## config.mk

```make
export PLATFORM = sky130hd
export DESIGN_NAME = mtsg_fifo
export DESIGN_NICKNAME = d
export VERILOG_FILES = /design/src/hdl/mtsg_pkg.sv /design/src/hdl/mtsg_fifo.sv
export SDC_FILE = /design/constraint.sdc
export NUM_CORES = 1
export LEC_CHECK = 0
export BUFFER_PORTS_ARGS = -buffer_cell sky130_fd_sc_hd__buf_2
export CAP_MARGIN = 20
export CORE_UTILIZATION = 43
export DETAILED_ROUTE_END_ITERATION = 10
export PLACE_DENSITY = 0.68
export SLEW_MARGIN = 20
export SYNTH_ARGS = -nofsm -noshare
export SYNTH_HDL_FRONTEND = slang
export SYNTH_SLANG_ARGS = --single-unit
```

## constraint.sdc

```tcl
create_clock -name clk_i -period 3.35 [get_ports clk_i]
set_input_delay 0.5025 -clock clk_i [delete_from_list [all_inputs] [get_ports clk_i]]
set_output_delay 0.5025 -clock clk_i [all_outputs]
set_load 0.02 [all_outputs]
```

## src/hdl/mtsg_pkg.sv

```systemverilog
package mtsg_pkg;

  localparam int NUM_TONES        = 4;
  localparam int MAX_TONES        = 4;
  localparam int SINE_TABLE_DEPTH = 1024;

  localparam int TAB_BITS = $clog2(SINE_TABLE_DEPTH);
  localparam int QBITS    = TAB_BITS - 2;
  localparam int QDEPTH   = SINE_TABLE_DEPTH / 4;

  localparam int PH_W       = 16;
  localparam int GATE_W     = 12;
  localparam int GPR_W      = 13;
  localparam int CFG_IDX_W  = 3;
  localparam int CFG_DATA_W = 48;
  localparam int PROD_W     = 31;
  localparam int ACC_W      = PROD_W + $clog2(NUM_TONES + 1);
  localparam int SCALED_W   = ACC_W + 17;
  localparam int FIFO_DEPTH = 2;
  localparam int BACK_STAGES = 5;

  localparam logic [63:0] C1 = 64'd1686629713;
  localparam logic [63:0] C3 = 64'd693598669;
  localparam logic [63:0] C5 = 64'd85569304;
  localparam logic [63:0] C7 = 64'd5026995;
  localparam logic [63:0] C9 = 64'd172272;

  typedef enum logic [CFG_IDX_W-1:0] {
    REG_TONE_A       = 3'd0,
    REG_TONE_B       = 3'd1,
    REG_TONE_C       = 3'd2,
    REG_TONE_D       = 3'd3,
    REG_DC_SUM       = 3'd4,
    REG_POWER_GAIN   = 3'd5,
    REG_POWER_CENTER = 3'd6,
    REG_GATES        = 3'd7
  } cfg_reg_e;

  typedef struct packed {
    logic signed [15:0] gain;
    logic [PH_W-1:0]    start;
    logic [PH_W-1:0]    step;
  } tone_t;

  typedef struct packed {
    tone_t [MAX_TONES-1:0] tone;
    logic signed [15:0]    dc_sum;
    logic [15:0]           power_gain;
    logic signed [15:0]    power_center;
    logic [GPR_W-1:0]      gates;
  } cfg_t;

  // One sample in flight: quarter-table address and sign per tone, plus the gate marker.
  typedef struct packed {
    logic [NUM_TONES-1:0][QBITS:0] addr;
    logic [NUM_TONES-1:0]          neg;
    logic                          last;
  } item_t;

  typedef logic [14:0] qtab_t [QDEPTH+1];

  function automatic logic [14:0] quarter_sine(input logic [63:0] j);
    logic [63:0] u;
    logic [63:0] u2;
    logic [63:0] t;
    logic [63:0] s;
    logic [63:0] m;
    u  = (j << 30) >> QBITS;
    u2 = (u * u) >> 30;
    t  = C9;
    t  = C7 - ((u2 * t) >> 30);
    t  = C5 - ((u2 * t) >> 30);
    t  = C3 - ((u2 * t) >> 30);
    t  = C1 - ((u2 * t) >> 30);
    s  = (u * t) >> 30;
    m  = (s * 64'd32767 + (64'd1 << 29)) >> 30;
    return (m > 64'd32767) ? 15'd32767 : m[14:0];
  endfunction

  function automatic qtab_t build_qtab();
    qtab_t tab;
    for (int k = 0; k <= QDEPTH; k++) begin
      tab[k] = quarter_sine(64'(k));
    end
    return tab;
  endfunction

  // Quarter wave, both ends included so mirrored quadrants need no special case.
  localparam qtab_t QSINE = build_qtab();

endpackage

```

## src/hdl/mtsg_fifo.sv

```systemverilog
module mtsg_fifo
  import mtsg_pkg::*;
(
  input  logic  clk_i,
  input  logic  rst_ni,
  input  logic  push_i,
  input  item_t item_i,
  output logic  full_o,
  input  logic  pop_i,
  output logic  empty_o,
  output item_t item_o
);

  localparam int PTR_W = (FIFO_DEPTH > 1) ? $clog2(FIFO_DEPTH) : 1;

  item_t            mem_q [FIFO_DEPTH];
  logic [PTR_W-1:0] wptr_q, rptr_q;
  logic [PTR_W:0]   count_q;

  assign full_o  = (count_q == (PTR_W+1)'(FIFO_DEPTH));
  assign empty_o = (count_q == '0);
  assign item_o  = mem_q[rptr_q];

  function automatic logic [PTR_W-1:0] ptr_next(input logic [PTR_W-1:0] p);
    return (p == PTR_W'(FIFO_DEPTH - 1)) ? '0 : p + 1'b1;
  endfunction

  always_ff @(posedge clk_i or negedge rst_ni) begin
    if (!rst_ni) begin
      wptr_q  <= '0;
      rptr_q  <= '0;
      count_q <= '0;
    end else begin
      if (push_i) begin
        wptr_q <= ptr_next(wptr_q);
      end
      if (pop_i) begin
        rptr_q <= ptr_next(rptr_q);
      end
      if (push_i && !pop_i) begin
        count_q <= count_q + 1'b1;
      end else if (pop_i && !push_i) begin
        count_q <= count_q - 1'b1;
      end
    end
  end

  always_ff @(posedge clk_i) begin
    if (push_i) begin
      mem_q[wptr_q] <= item_i;
    end
  end

endmodule

```

==> impl_metrics.toml, run 1 <==
[outcome]
outcome = "complete, no violations"

[pwr]
powerDensity_mw_per_mm2 = 849
seq_power_share = 0.445
irDropWorstVdd_uv = 356
leakage_nw = 1.66
p_clk_frac = 0.202
swShare = 0.315
p_int_w = 0.00236
combPwrFrac = 0.353
p_switching_w = 0.00109

[floorplanning]
row_count = 31
die-area_sq_mm = 0.00814
die_h_um = 90.2
ios = 88
core_area_sq_mm = 0.00741
die_w_um = 90.2
initial_core_util = 0.452

[synth]
yosysTopAreaCell = "edfxtp_1"
netlist_area_sq_mm = 0.00335
yosys_warnings = 0
synth_cell_types = 13
synth_area_leaders = "edfxtp_1, mux2_4, dfrtp_1"
synth.top_cell.area_share = 0.735
avgSynthCellArea_sq_um = 23.3
synthesis.nets = 190
synthCells = 144
seq_area_frac_synth = 0.765
synth-seq-cells = 86

[worst_setup_path]
critPathLaunchType = "flip-flop"
r2r_slack_ns = 1.69
endpoint_kind = "output pin"
cpMaxStageDelayCell = "dfrtp_2"
worst_ep_arrival_time_ns = 1.80
crit_chain = "buf_12, mux2_2, buf_2"
critPathMaxFanout = 31
cp.buffers_inverters = 2
crit_start = "rptr_q"
reg2reg_from = "wptr_q"
cpPeakStageDelay_ns = 0.62
path_class = "flip-flop to output pin"
cp_top_family = "flip-flops"
worst_ep_required_time_ns = 2.85

[timing]
clock-skew-final_ns = 0.00678
tightestPinTransition_ns = 0.982
fmax_mhz = 435
hold_violations = 0
fin_crit_sh = 0.686
setup_violations = 0
slew_headroom = 0.346
period_needed_ns = 2.30
holdWs_ns = 0.342
rsz0062_at_grt = "no"
drv_slew = 0
fin_setup_tns_ns = 0

[layout]
syn2layout_area_growth_pct = 21.4
layout-drive-gt1-share = 0.602
final_util = 0.549
fillers = 614
diodes = 0
fin_nets = 287

[global_route]
gr-usage-met3 = 0.0533
grt_first_pass_wirelength_mm = 7.73
grt_use_total = 0.128
grt_max_degree = 42
antenna_found_initial = 0
met2_usage = 0.217
grt_pass1_vias = 1648
gr-total-overflow = 0
met1_usage = 0.152
grt_busiest_layer = "met2"

[placed_design]
routabilityCongestion = 0.667
portBuffers = 87

[clock_network]
postCtsSetupBuffers = 0
clockBufferDepth = 2
numCtsBuffers = 9
clk_latency_ns = 0.34
cts.clk_slew.worst_paths_ns = 0.08
cts.sink_count = 86
cts-root-buf = "clkbuf_8"
cts_tree = "built"
htree_levels = 3

[job]
drv_cap = 0

[drt]
routed_wl_mm = 5.09
vias = 1597
drt-vias-per-instance = 4.63
first_pass_iters = 3
drt_iter0_markers = 32
wl_per_cell_um = 14.7
ant_nets = 0
drcViolationCount = 0

[hold_path]
hold_class = "input port to flip-flop"
min_from = "item_i[12]"
-- cell usage after synthesis, drive strengths merged --
cell type	instances
and2	1
nor2	2
inv	1
edfxtp	82
buf	5
xnor2	1
mux2	41
xor2	4
nor2b	2
dfrtp	4
ha	1
-- flip-flops by register name (all words and copies together) (netlist names) --
| signal | count |
|---|---|
| wptr_q | 1 |
| mem_q | 82 |
| rptr_q | 1 |
| count_q | 2 |
-- final cells by class --
type,instances,area (sq um),area share
Inverter,1,3.75,0.000924
Clock inverter,4,47.5,0.0117
Sequential cell,86,2560,0.631
Clock buffer,12,145,0.0357
Multi-Input combinational cell,52,699,0.172
Timing Repair Buffer,91,480,0.118
Tap cell,99,124,0.0305
-- path summary, 6_finish.rpt --
path | end | depth (start not counted)
setup / recovery | item_o[21] | 3
hold / removal | mem_q[1][12] | 1
setup reg to reg | mem_q[1][17] | 1
hold reg to reg | count_q[1] | 1
max in group asynchronous | rptr_q | 2
min in group asynchronous | count_q[1] | 2
-- power by group through the flow --
stage	clock [W]	sequential [W]	combinational (W)
global placement	0	0.00155	0.00123
detailed placement	0	0.00156	0.00124
floorplan	0	0.00151	0.00104
global route	0.000764	0.00155	0.00129
finish	0.000696	0.00153	0.00122
CTS	0.000717	0.00154	0.00124
-- layer usage --
metal  share of wire  vias to the layer above
met5               0                        -
met4          0.0065                        0
met3           0.068                        5
met2            0.50                       61
met1            0.42                      782
li1                -                      749
-- repair_timing --
action / 4_1_cts / 5_1_grt
hold buffers: 1 / 0
endpoints found under the hold margin: 4 / 0
gates resized for setup: 0 / 0
-- stage by stage --
stage	cells	worst slack [ns]	power [W]	area, sq um
floorplan	144	0.571	0.00254	3350
global placement	328	1.43	0.00278	3860
detailed placement	328	1.40	0.00280	3860
CTS	345	1.01	0.00350	4060
global route	345	0.969	0.00361	4060
finish	345	1.05	0.00345	4060
-- cells by family (layout without fill, tap and decap cells) --
kind of cell  count (synthesis)  count (layout)  share of synthesized area
fa+ha+maj                     1               1                    0.00374
flops                        86              86                      0.765
xor+xnor                      5               5                     0.0131
simple gates                  5               5                    0.00785
buf+inv                       6             108                     0.0284
mux                          41              41                      0.182
-- cell usage in the layout (no fill, tap or decap), drive strengths merged --
| master | Yosys | layout |
|---|---|---|
| clkinv | 0 | 2 |
| dfrtp | 4 | 4 |
| inv | 1 | 1 |
| ha | 1 | 1 |
| mux2 | 41 | 41 |
| nor2b | 2 | 2 |
| nor2 | 2 | 2 |
| clkbuf | 0 | 12 |
| edfxtp | 82 | 82 |
| clkinvlp | 0 | 1 |
| dlygate4sd3 | 0 | 1 |
| buf | 5 | 90 |
| xor2 | 4 | 4 |
| and2 | 1 | 1 |
| xnor2 | 1 | 1 |
| bufinv | 0 | 1 |
(Power assumes the default switching activity.)
==> inputs of run 2 (changes only) <==
==> constraint.sdc (replaced) <==
create_clock -name clk_i -period 2.15 [get_ports clk_i]
set_input_delay 0.3225 -clock clk_i [delete_from_list [all_inputs] [get_ports clk_i]]
set_output_delay 0.3225 -clock clk_i [all_outputs]
set_load 0.02 [all_outputs]
==> impl_metrics.toml, run 2 (same netlist as run 1, synthesis figures left out) <==
[outcome]
outcome = "complete, no violations"

[clock_network]
cts.sink_count = 86
cts_hold_buf = 1
postCtsSetupBuffers = 0
cts-root-buf = "clkbuf_8"
numCtsBuffers = 9
clockBufferDepth = 2
htree_levels = 3
cts.clk_slew.worst_paths_ns = 0.07
cts_resized = 0
cts_tree = "built"
clk_latency_ns = 0.35

[timing]
holdWs_ns = 0.155
fin_setup_tns_ns = 0
slew_headroom = 0.759
period_needed_ns = 1.88
setup_violations = 0
finalWorstSetupSlack_ns = 0.267
tightestPinTransition_ns = 0.361
hold_violations = 0
fin_crit_sh = 0.876
rsz0062_at_grt = "no"
fmax_mhz = 531
drv_slew = 0
clock-skew-final_ns = 0.00630

[floorplanning]
ios = 88
row_count = 31
die_w_um = 90.2
die-area_sq_mm = 0.00814
initial_core_util = 0.452
die_h_um = 90.2
core_area_sq_mm = 0.00741

[worst_setup_path]
worst_ep_arrival_time_ns = 1.56
reg2reg_depth = 2
worst_ep_required_time_ns = 1.83
r2r_slack_ns = 0.75
path_class = "flip-flop to output pin"
critPathLaunchType = "flip-flop"
reg2reg_from = "wptr_q"
r2r-end = "mem_q[1][16]"
endpoint_kind = "output pin"
critPathMaxFanout = 42

[pwr]
irDropWorstVdd_uv = 787
p_switching_w = 0.00169
p_int_w = 0.00392
powerDensity_mw_per_mm2 = 1360
seq_power_share = 0.416
swShare = 0.302
leakage_nw = 1.69
p_clk_frac = 0.229
combPwrFrac = 0.355

[layout]
fin_nets = 288
regArea_sq_mm = 0.00256
mostFrequentLayoutCell = "buf_2"
reg_top3 = "mem_q (82), count_q (2)"
layout-drive-gt1-share = 0.599
mostFrequentLayoutCells = "buf_2, edfxtp_1, mux2_4, clkbuf_8, xor2_1"
final_cells = 347
multi_input_comb_area_sq_um = 699
largest_reg_flops = 82
fillers = 580
regMostFlops = "mem_q"
syn2layout_area_growth_pct = 23.5

[drt]
routed_wl_mm = 5.05
wl_per_cell_um = 14.6
ant_nets = 0
first_pass_iters = 4
drt-vias-per-instance = 4.62
drt_iter0_markers = 60
vias = 1604
drcViolationCount = 0

[placed_design]
preCtsSetupSlack_ns = 0.632
hpwl_mm = 3.39
placedCellCount = 329
routabilityCongestion = 0.671
portBuffers = 87

[hold_path]
worstHoldEndpoint = "rptr_q"
holdPathStages = 2
hold_class = "input port to flip-flop"
min_from = "pop_i"

[job]
drv_cap = 0

[global_route]
grt_max_degree = 43
grt_use_total = 0.131
antenna_found_initial = 0
gr-total-overflow = 0
grt_first_pass_wirelength_mm = 7.82
grt_pass1_vias = 1637
==> run 2: cell types whose count changed in the layout (fill, tap and decap cells not counted), sizes merged <==
| cell | previous run | this run |
|---|---|---|
| bufinv | 1 | 3 |
| buf | 90 | 91 |
| clkinv | 2 | 1 |
| clkinvlp | 1 | 0 |
| diode | 0 | 1 |
==> run 2: final cells by class <==
class	instances	share of cell area
Antenna cell	1	0.000605
Sequential cell	86	0.620
Clock inverter	4	0.0230
Clock buffer	12	0.0327
Timing Repair Buffer	92	0.124
Tap cell	99	0.0299
Inverter	1	0.000907
Multi-Input combinational cell	52	0.169
==> run 2: worst max path at each step <==
stage	from	endpoint	slack [ns]	depth (start not counted)
floorplan	wptr_q	mem_q[0][0]	0.25	1
global placement	rptr_q	item_o[20]	0.63	3
detailed placement	rptr_q	item_o[21]	0.63	3
CTS	rptr_q	item_o[21]	0.24	3
global route	rptr_q	item_o[21]	0.20	3
finish	rptr_q	item_o[21]	0.27	3
==> run 2: worst max-delay path: stages (launching register included) <==
cell and delay, ns:
dfrtp_2 0.37, buf_12 0.31, mux2_2 0.37, buf_2 0.16
==> run 2: power groups by stage <==
stage / Combinational, W / Sequential, W / Clock, W
after floorplan: 0.00161 / 0.00235 / 0
after global placement: 0.00201 / 0.00236 / 0
after detailed placement: 0.00202 / 0.00238 / 0
after CTS: 0.00203 / 0.00234 / 0.00132
after global routing: 0.00211 / 0.00236 / 0.00139
final: 0.00199 / 0.00233 / 0.00128
==> run 2: metal layers <==
| layer | global-route usage | routed length, um | up-vias |
|---|---|---|---|
| met1 | 0.149 | 2130 | 778 |
| met2 | 0.204 | 2400 | 64 |
| met4 | 0.0806 | 78 | 0 |
| met5 | 0 | 0 | - |
| met3 | 0.0575 | 438 | 8 |
| li1 | - | - | 754 |
==> run 2: per-stage QoR <==
step	area (sq um)	util	total power, W
2_1_floorplan	3350	-	0.00396
3_3_place_gp	3890	0.526	0.00437
3_5_place_dp	3890	0.526	0.00440
4_1_cts	4130	0.558	0.00569
5_1_grt	4130	0.558	0.00586
6_report	4140	0.558	0.00561
