### src/hdl/mtsg_pkg.sv
package mtsg_pkg;

  localparam int NUM_TONES        = 4;
  localparam int MAX_TONES        = 4;
  localparam int SINE_TABLE_DEPTH = 1024;

  localparam int TAB_BITS = $clog2(SINE_TABLE_DEPTH);
  localparam int QBITS    = TAB_BITS - 2;
  localparam int QDEPTH   = SINE_TABLE_DEPTH / 4;

  localparam int PH_W       = 16;
  localparam int GATE_W     = 12;
  localparam int GPR_W      = 13;
  localparam int CFG_IDX_W  = 3;
  localparam int CFG_DATA_W = 48;
  localparam int PROD_W     = 31;
  localparam int ACC_W      = PROD_W + $clog2(NUM_TONES + 1);
  localparam int SCALED_W   = ACC_W + 17;
  localparam int FIFO_DEPTH = 2;
  localparam int BACK_STAGES = 5;

  localparam logic [63:0] C1 = 64'd1686629713;
  localparam logic [63:0] C3 = 64'd693598669;
  localparam logic [63:0] C5 = 64'd85569304;
  localparam logic [63:0] C7 = 64'd5026995;
  localparam logic [63:0] C9 = 64'd172272;

  typedef enum logic [CFG_IDX_W-1:0] {
    REG_TONE_A       = 3'd0,
    REG_TONE_B       = 3'd1,
    REG_TONE_C       = 3'd2,
    REG_TONE_D       = 3'd3,
    REG_DC_SUM       = 3'd4,
    REG_POWER_GAIN   = 3'd5,
    REG_POWER_CENTER = 3'd6,
    REG_GATES        = 3'd7
  } cfg_reg_e;

  typedef struct packed {
    logic signed [15:0] gain;
    logic [PH_W-1:0]    start;
    logic [PH_W-1:0]    step;
  } tone_t;

  typedef struct packed {
    tone_t [MAX_TONES-1:0] tone;
    logic signed [15:0]    dc_sum;
    logic [15:0]           power_gain;
    logic signed [15:0]    power_center;
    logic [GPR_W-1:0]      gates;
  } cfg_t;

  // One sample in flight: quarter-table address and sign per tone, plus the gate marker.
  typedef struct packed {
    logic [NUM_TONES-1:0][QBITS:0] addr;
    logic [NUM_TONES-1:0]          neg;
    logic                          last;
  } item_t;

  typedef logic [14:0] qtab_t [QDEPTH+1];

  function automatic logic [14:0] quarter_sine(input logic [63:0] j);
    logic [63:0] u;
    logic [63:0] u2;
    logic [63:0] t;
    logic [63:0] s;
    logic [63:0] m;
    u  = (j << 30) >> QBITS;
    u2 = (u * u) >> 30;
    t  = C9;
    t  = C7 - ((u2 * t) >> 30);
    t  = C5 - ((u2 * t) >> 30);
    t  = C3 - ((u2 * t) >> 30);
    t  = C1 - ((u2 * t) >> 30);
    s  = (u * t) >> 30;
    m  = (s * 64'd32767 + (64'd1 << 29)) >> 30;
    return (m > 64'd32767) ? 15'd32767 : m[14:0];
  endfunction

  function automatic qtab_t build_qtab();
    qtab_t tab;
    for (int k = 0; k <= QDEPTH; k++) begin
      tab[k] = quarter_sine(64'(k));
    end
    return tab;
  endfunction

  // Quarter wave, both ends included so mirrored quadrants need no special case.
  localparam qtab_t QSINE = build_qtab();

endpackage

### src/hdl/mtsg_if.sv
interface mtsg_in_if;
  logic valid;
  logic ready;
  logic restart;

  modport source (output valid, output restart, input ready);
  modport sink   (input valid, input restart, output ready);
endinterface


### src/hdl/mtsg_front.sv
module mtsg_front
  import mtsg_pkg::*;
(
  input  logic        clk_i,
  input  logic        rst_ni,
  input  cfg_t        cfg_i,
  mtsg_in_if.sink     in_i,
  input  logic        full_i,
  output logic        push_o,
  output item_t       item_o
);

  logic [PH_W-1:0]   phase_q [NUM_TONES];
  logic [PH_W-1:0]   phase_d [NUM_TONES];
  logic [PH_W-1:0]   ph      [NUM_TONES];
  logic [GATE_W-1:0] gate_q, gate_d, gate_cur, last_lim;
  logic              accept;

  assign in_i.ready = !full_i;
  assign accept     = in_i.valid && in_i.ready;
  assign push_o     = accept;

  always_comb begin
    logic [TAB_BITS-1:0] idx;
    logic [QBITS-1:0]    j;
    item_o = '0;
    for (int i = 0; i < NUM_TONES; i++) begin
      ph[i]  = in_i.restart ? cfg_i.tone[i].start : phase_q[i];
      idx    = ph[i][PH_W-1 -: TAB_BITS];
      j      = idx[QBITS-1:0];
      // odd quadrants run the quarter wave backwards, the upper half is negated
      item_o.addr[i] = idx[TAB_BITS-2] ? ((QBITS+1)'(QDEPTH) - {1'b0, j}) : {1'b0, j};
      item_o.neg[i]  = idx[TAB_BITS-1];
      phase_d[i]     = ph[i] + cfg_i.tone[i].step;
    end

    // clamp the gate count into 1..4096
    if (cfg_i.gates == '0) begin
      last_lim = '0;
    end else if (cfg_i.gates[GPR_W-1]) begin
      last_lim = '1;
    end else begin
      last_lim = cfg_i.gates[GATE_W-1:0] - 1'b1;
    end

    gate_cur    = in_i.restart ? '0 : gate_q;
    item_o.last = (gate_cur >= last_lim);
    gate_d      = item_o.last ? '0 : gate_cur + 1'b1;
  end

  always_ff @(posedge clk_i or negedge rst_ni) begin
    if (!rst_ni) begin
      for (int i = 0; i < NUM_TONES; i++) begin
        phase_q[i] <= '0;
      end
      gate_q <= '0;
    end else if (accept) begin
      for (int i = 0; i < NUM_TONES; i++) begin
        phase_q[i] <= phase_d[i];
      end
      gate_q <= gate_d;
    end
  end

endmodule

### src/flat_wrapper.sv
// flat-port wrapper written by rule: the top's interface ports become plain ports
module mtsg_front_flat import mtsg_pkg::*;
  (clk_i, rst_ni, cfg_i, full_i, push_o, item_o, in_i_valid, in_i_restart, in_i_ready);
  mtsg_in_if in_i_i ();
  input  logic clk_i;
  input  logic rst_ni;
  input  cfg_t cfg_i;
  input  logic full_i;
  output logic push_o;
  output item_t item_o;
  input wire logic [$bits(in_i_i.valid)-1:0] in_i_valid;
  input wire logic [$bits(in_i_i.restart)-1:0] in_i_restart;
  output wire logic [$bits(in_i_i.ready)-1:0] in_i_ready;
  assign in_i_i.valid = in_i_valid;
  assign in_i_i.restart = in_i_restart;
  assign in_i_ready = in_i_i.ready;
  mtsg_front u_core (.clk_i(clk_i), .rst_ni(rst_ni), .cfg_i(cfg_i), .in_i(in_i_i), .full_i(full_i), .push_o(push_o), .item_o(item_o));
endmodule
### config.mk
export PLATFORM = sky130hd
export DESIGN_NAME = mtsg_front_flat
export DESIGN_NICKNAME = d
export VERILOG_FILES = /design/src/hdl/mtsg_pkg.sv /design/src/hdl/mtsg_if.sv /design/src/hdl/mtsg_front.sv /design/src/flat_wrapper.sv
export SDC_FILE = /design/constraint.sdc
export NUM_CORES = 1
export LEC_CHECK = 0
export ABC_AREA = 0
export BUFFER_PORTS_ARGS = -buffer_cell sky130_fd_sc_hd__clkbuf_2
export CORE_ASPECT_RATIO = 0.8
export CORE_MARGIN = 2
export CORE_UTILIZATION = 50
export CTS_CLUSTER_DIAMETER = 200
export DETAILED_ROUTE_END_ITERATION = 8
export PLACE_DENSITY_LB_ADDON = 0.25
export SLEW_MARGIN = 20
export SYNTH_ARGS = -nofsm -noshare
export SYNTH_HDL_FRONTEND = slang
export SYNTH_SLANG_ARGS = --single-unit
### constraint.sdc
create_clock -name clk_i -period 4.2 [get_ports clk_i]
set_input_delay 0.21 -clock clk_i [delete_from_list [all_inputs] [get_ports clk_i]]
set_output_delay 0.21 -clock clk_i [all_outputs]
set_load 0.05 [all_outputs]
==> results of run 1 <==
-- metal layers --
metal	up-vias	track usage (%)	wire length [um]
li1	3854	-	-
met2	186	37.3	8430
met5	-	0	0
met3	15	4.19	976
met1	3368	33.2	9840
met4	0	4.64	148
-- critical path: cells and delay by family --
kind / cells / cell delay (ns)
AO/OA/AOI/OAI: 4 / 1.06
buffers and inverters: 2 / 0.52
adder cells (fa/ha/maj): 1 / 0.26
AND/OR/NAND/NOR: 4 / 1.15
-- cell families (layout without fill, tap and decap cells) --
| group | Yosys count | count (layout) | share of synthesized area [%] |
|---|---|---|---|
| AND/OR/NAND/NOR | 311 | 311 | 18.4 |
| AO/OA/AOI/OAI | 267 | 267 | 20.6 |
| buffers and inverters | 99 | 268 | 5.74 |
| adder cells (fa/ha/maj) | 83 | 83 | 13.3 |
| XOR/XNOR | 78 | 78 | 8.52 |
| flip-flops | 76 | 76 | 23.7 |
| multiplexers | 74 | 74 | 9.73 |
-- per-stage QoR --
| stage | setup WS [ns] | instance area (um^2) | power (mW) | util, % |
|---|---|---|---|---|
| 6_report | 0.785 | 9330 | 4.88 | 59.2 |
| 5_1_grt | 0.462 | 9330 | 5.27 | 59.2 |
| 4_1_cts | 0.783 | 9330 | 4.89 | 59.2 |
| 3_5_place_dp | 0.751 | 9050 | 4.13 | 57.5 |
| 3_3_place_gp | 0.759 | 9050 | 4.09 | 57.5 |
| 2_1_floorplan | 0.900 | 8020 | 3.52 | - |
-- registers in the layout (all words and copies together), names as in the netlist --
name / flops
u_core.gate_q: 12
u_core.phase_q: 64
-- worst paths after layout --
path | endpoint | slack [ns] | from
min in group asynchronous | u_core.phase_q[40] | 0.46 | rst_ni
max | item_o[0] | 0.78 | cfg_i[7]
min reg2reg | u_core.phase_q[18] | 0.47 | u_core.phase_q[18]
min | u_core.phase_q[32] | 0.18 | cfg_i[109]
max reg2reg | u_core.phase_q[62] | 1.40 | u_core.phase_q[57]
max in group asynchronous | u_core.phase_q[26] | 2.90 | rst_ni
-- cell usage after synthesis (3+ instances only) --
library cell	count
a211oi_1	7
a21boi_0	3
a21o_1	23
a21oi_1	46
a31o_2	4
a31oi_1	14
and2_1	4
and3_1	6
buf_2	8
buf_6	6
clkbuf_1	21
clkbuf_8	3
dfrtp_1	76
fa_1	4
ha_1	79
inv_1	59
mux2_2	31
mux2i_1	43
nand2_1	132
nand2b_1	8
nand3_1	23
nand4_1	18
nor2_1	53
nor2b_1	18
nor3_1	19
nor3b_1	9
nor4_1	4
o211ai_1	8
o21a_1	9
o21ai_0	110
o21ai_1	3
o21bai_1	3
o31ai_1	10
xnor2_1	46
xor2_1	32
-- final cells by class --
type	count	area share, %
multi-input cells	813	60.7
flip-flops and latches	76	20.4
repair buffers	194	10.8
well taps	215	2.88
clock buffers	13	2.79
inverters	59	2.37
clock inverters	2	0.107
-- power groups by stage --
stage | logic [mW] | registers [mW] | clock network (mW)
after CTS | 2.99 | 1.15 | 0.748
after global placement | 2.94 | 1.15 | 0
after floorplan | 2.41 | 1.11 | 0
after global routing | 3.31 | 1.19 | 0.775
after detailed placement | 2.98 | 1.16 | 0
final | 3.00 | 1.15 | 0.733
==> results.yml, run 1 <==
run_status:
  status: "completed"
placed_design:
  gp_congestion: 0.890
  placed_cells: 1356
  io_buffers: 188
  dp_hpwl_um: 15000
sta:
  rsz0062_at_grt: "false"
  skew_ns: 0.00804
  setup_violations: 0
  max_freq_ghz: 0.293
  drv_slew: 0
  tightest_slew_ns: 0.829
  hold_viol: 0
  finalSetupTns_ns: 0
  period_minus_slack_ns: 3.42
  hold_ws_ns: 0.179
  slew_headroom_pct: 44.6
  period_share_pct: 81.3
layout:
  area_growth_pct: 16.4
  layout_commonest_cell: "clkbuf_2"
  final_layout_size_suffix_gt1_share_pct: 22.1
  multiInputGateArea_mm2: 0.00566
  fin_cells: 1372
  fillCellCount: 1472
  most-common-layout-cells: "clkbuf_2, nand2_1, o21ai_0, ha_1, dfrtp_1"
  final_nets: 1494
  n_antenna_cell: 0
  register_area_mm2: 0.00190
clocking:
  clk_latency_ns: 0.34
  clk_pin_slew_worst_paths_ns: 0.06
  htreeDepth: 3
  tritoncts: "done"
  cts_buffers: 9
  cts_resized: 0
  cts_hold_buf: 1
  ctsRootBufferMaster: "clkbuf_16"
  clk_path_buf_depth: 2
  post_cts_buffers: 0
  cts.sinks: 76
detailed_routing:
  firstDrtPassIters: 4
  ant_nets: 0
  via_per_inst: 5.41
  dr_total_vias: 7423
  drt_iter0_drc: 399
  wl_um: 19400
  post_drt_wl_per_cell_um: 14.1
  drcViolationCount: 0
power_and_ir_drop:
  p_int_mw: 2.50
  seqPwrFrac_pct: 23.6
  p_clk_share_pct: 15.0
  switchingPower_mw: 2.38
  peakVddDrop_uv: 427
  combPwrFrac_pct: 61.4
  p_sw_share_pct: 48.7
  p_per_area_mw_per_mm2: 523
  leakagePower_nw: 4.71
worst_setup_path:
  cp-end-kind: "primary output"
  cp_cell_sequence: "clkbuf_2, or4_1, nor3_1, nand4_1, o21a_1, ha_1, nor2b_1, o21ai_0, a221oi_1, o21ai_1, clkbuf_2"
  ff2ff_path_depth: 9
  cp.arrival_ns: 3.21
  slowest_stage: "or4_1"
  required_ns: 3.99
  path_max_fanout: 11
  cpMostUsedCell: "clkbuf_2"
  start_kind: "input pin"
  path_class: "in -> out"
  slowest_delay_ns: 0.56
die:
  die_area_mm2: 0.0171
  io_pins: 301
  die_x_um: 146
  fp.coreArea_mm2: 0.0157
  start_util_pct: 50.9
  dieHeight_um: 117
  rows: 41
logic_synthesis:
  synthArstFlopShare_pct: 100
  syn_area_per_cell_um2: 8.11
  yosysTopAreaCell: "dfrtp_1"
  synth_ff_type: "dfrtp_1"
  ys_warn_count: 0
  synth_top_area_share_pct: 23.7
  ys_seq_area_share_pct: 23.7
  ys_seq_elements: 76
  synthTopCellsByArea: "dfrtp_1, ha_1, o21ai_0, nand2_1, mux2i_1"
  syn_area_mm2: 0.00802
  syn_nets: 1329
  syn_inst: 988
  synthDistinctLibCells: 71
  synth_edf_count: 0
global_route:
  grt_pass1_vias: 6904
  grt_max_degree: 82
  antenna_found_initial: 0
  grt_use_total_pct: 23.3
  grt_overflow: 0
  grt_pass1_wl_um: 32700
hold_path:
  hold_class: "in -> reg"
  whs_path_depth: 4
run:
  maxCapViolCount: 0
(Power assumes the default switching activity.)
==> run 2, diff against run 1 <==
clock period = 3.4 ns   (was 4.2 ns; I/O delays follow)
==> run 2 against run 1 <==
Register-to-register slack worse by 0.67 ns. Non-clock buffer count rose by 9. Final cell count grew 0.73%. First-iteration DRC count is 3.8% higher. Setup slack got worse by 0.50 ns. Critical path depth rose by 1. Via count grew 0.82%. Clock power up 43%. Hold slack got worse by 0.044 ns. Total power up 27%. Largest cell class unchanged. Highest routed layer unchanged.
==> results.yml, run 2 (synthesis results as in run 1) <==
layout:
  fillCellCount: 1517
  final_layout_size_suffix_gt1_share_pct: 22.9
  register_area_mm2: 0.00190
  final_util_pct: 60.0
  largest_reg_flops: 64
  layout_commonest_cell: "clkbuf_2"
  final_nets: 1503
  multiInputGateArea_mm2: 0.00566
  most-common-layout-cells: "clkbuf_2, nand2_1, o21ai_0, ha_1, dfrtp_1"
  n_antenna_cell: 0
  fin_cells: 1382
  top_register: "u_core.phase_q"
  area_growth_pct: 17.8
  largestRegisters: "u_core.phase_q x64, u_core.gate_q x12"
sta:
  period_share_pct: 91.7
  tightest_slew_ns: 0.877
  rsz0062_at_grt: "false"
  period_minus_slack_ns: 3.12
  hold_viol: 0
  skew_ns: 0.00345
  slew_headroom_pct: 41.5
  setup_violations: 0
  max_freq_ghz: 0.321
  drv_slew: 0
  finalSetupTns_ns: 0
die:
  io_pins: 301
  dieHeight_um: 117
  start_util_pct: 50.9
  fp.coreArea_mm2: 0.0157
  die_area_mm2: 0.0171
  rows: 41
  die_x_um: 146
clocking:
  cts_hold_buf: 1
  ctsRootBufferMaster: "clkbuf_16"
  cts_resized: 0
  clk_latency_ns: 0.34
  clk_path_buf_depth: 2
  post_cts_buffers: 0
  cts.sinks: 76
  tritoncts: "done"
  htreeDepth: 3
  cts_buffers: 9
  clk_pin_slew_worst_paths_ns: 0.06
global_route:
  grt_overflow: 0
  grt_max_degree: 59
  grt_pass1_wl_um: 32900
  grt_pass1_vias: 6968
  antenna_found_initial: 0
  grt_use_total_pct: 23.5
worst_setup_path:
  cp-end-kind: "primary output"
  cp.arrival_ns: 2.95
  ff2ff_path_depth: 10
  path_max_fanout: 7
  path_class: "in -> out"
  timing.rr.start: "u_core.phase_q[48]"
  start_kind: "input pin"
  crit_start: "cfg_i[8]"
  required_ns: 3.23
power_and_ir_drop:
  combPwrFrac_pct: 60.1
  p_int_mw: 3.23
  power_mw: 6.21
  p_clk_share_pct: 16.9
  p_sw_share_pct: 47.9
  p_per_area_mw_per_mm2: 658
  peakVddDrop_uv: 524
  leakagePower_nw: 4.77
  seqPwrFrac_pct: 23.1
  switchingPower_mw: 2.98
detailed_routing:
  via_per_inst: 5.42
  dr_total_vias: 7484
  ant_nets: 0
  drt_iter0_drc: 414
  wl_um: 19900
  drcViolationCount: 0
  firstDrtPassIters: 5
  post_drt_wl_per_cell_um: 14.4
placed_design:
  io_buffers: 188
  gp_congestion: 0.905
  placed_cells: 1365
  dp_hpwl_um: 15500
run:
  maxCapViolCount: 0
hold_path:
  whs_path_depth: 4
  hp-start: "cfg_i[205]"
  hold_class: "in -> reg"
run_status:
  status: "completed"
## run 2: changes by cell type in the layout (fill, tap and decap cells not counted), sizes merged
cell | before | now
buf | 7 | 16
clkbuf | 199 | 197
bufinv | 0 | 2
clkinv | 2 | 3
## run 2: cell type report
type	count	area share, %
Multi-Input combinational cell	813	59.9
Sequential cell	76	20.1
Timing Repair Buffer	203	11.4
Tap cell	215	2.85
Clock buffer	11	2.57
Inverter	59	2.34
Clock inverter	5	0.795
## run 2: layer usage
layer	share of wire, %	vias up	GRT usage, %
li1	-	3872	-
met1	50	3415	32.8
met2	44	184	38.3
met3	5.0	13	4.81
met4	1.0	0	4.77
met5	0	-	0
## run 2: per-stage QoR
stage                     setup WS, ns  area [um^2]  hold WS [ns]
final                            0.281         9440         0.135
after global routing            0.0160         9440         0.138
after CTS                        0.284         9440         0.127
after detailed placement         0.101         9120         0.309
after global placement           0.224         9120         0.301
after floorplan                  0.140         8020        -0.126
## run 2: path summary, 6_finish.rpt
| path | endpoint | slack, ns |
|---|---|---|
| worst max-delay path | item_o[0] | 0.28 |
| worst min-delay path | u_core.phase_q[0] | 0.14 |
| worst max register to register | u_core.phase_q[62] | 0.73 |
| worst min register to register | u_core.phase_q[16] | 0.47 |
| max in group asynchronous | u_core.gate_q[6] | 2.15 |
| min in group asynchronous | u_core.phase_q[43] | 0.45 |
## run 2: power by group through the flow
stage                     sequential (mW)  combinational (mW)  clock (mW)
after floorplan                      1.37                2.98           0
final                                1.43                3.73        1.05
after global routing                 1.47                4.12        1.11
after global placement               1.43                3.65           0
after detailed placement             1.44                3.71           0
after CTS                            1.43                3.72        1.08
## run 2: worst max-delay path, cell delays in order
cell      delay (ns)
clkbuf_2        0.09
or4_1           0.56
nor3_1          0.24
nand4_1         0.27
buf_4           0.23
o21ai_0         0.09
ha_1            0.29
a21o_1          0.18
a21o_1          0.17
a21oi_1         0.13
o21ai_1         0.20
clkbuf_2        0.31
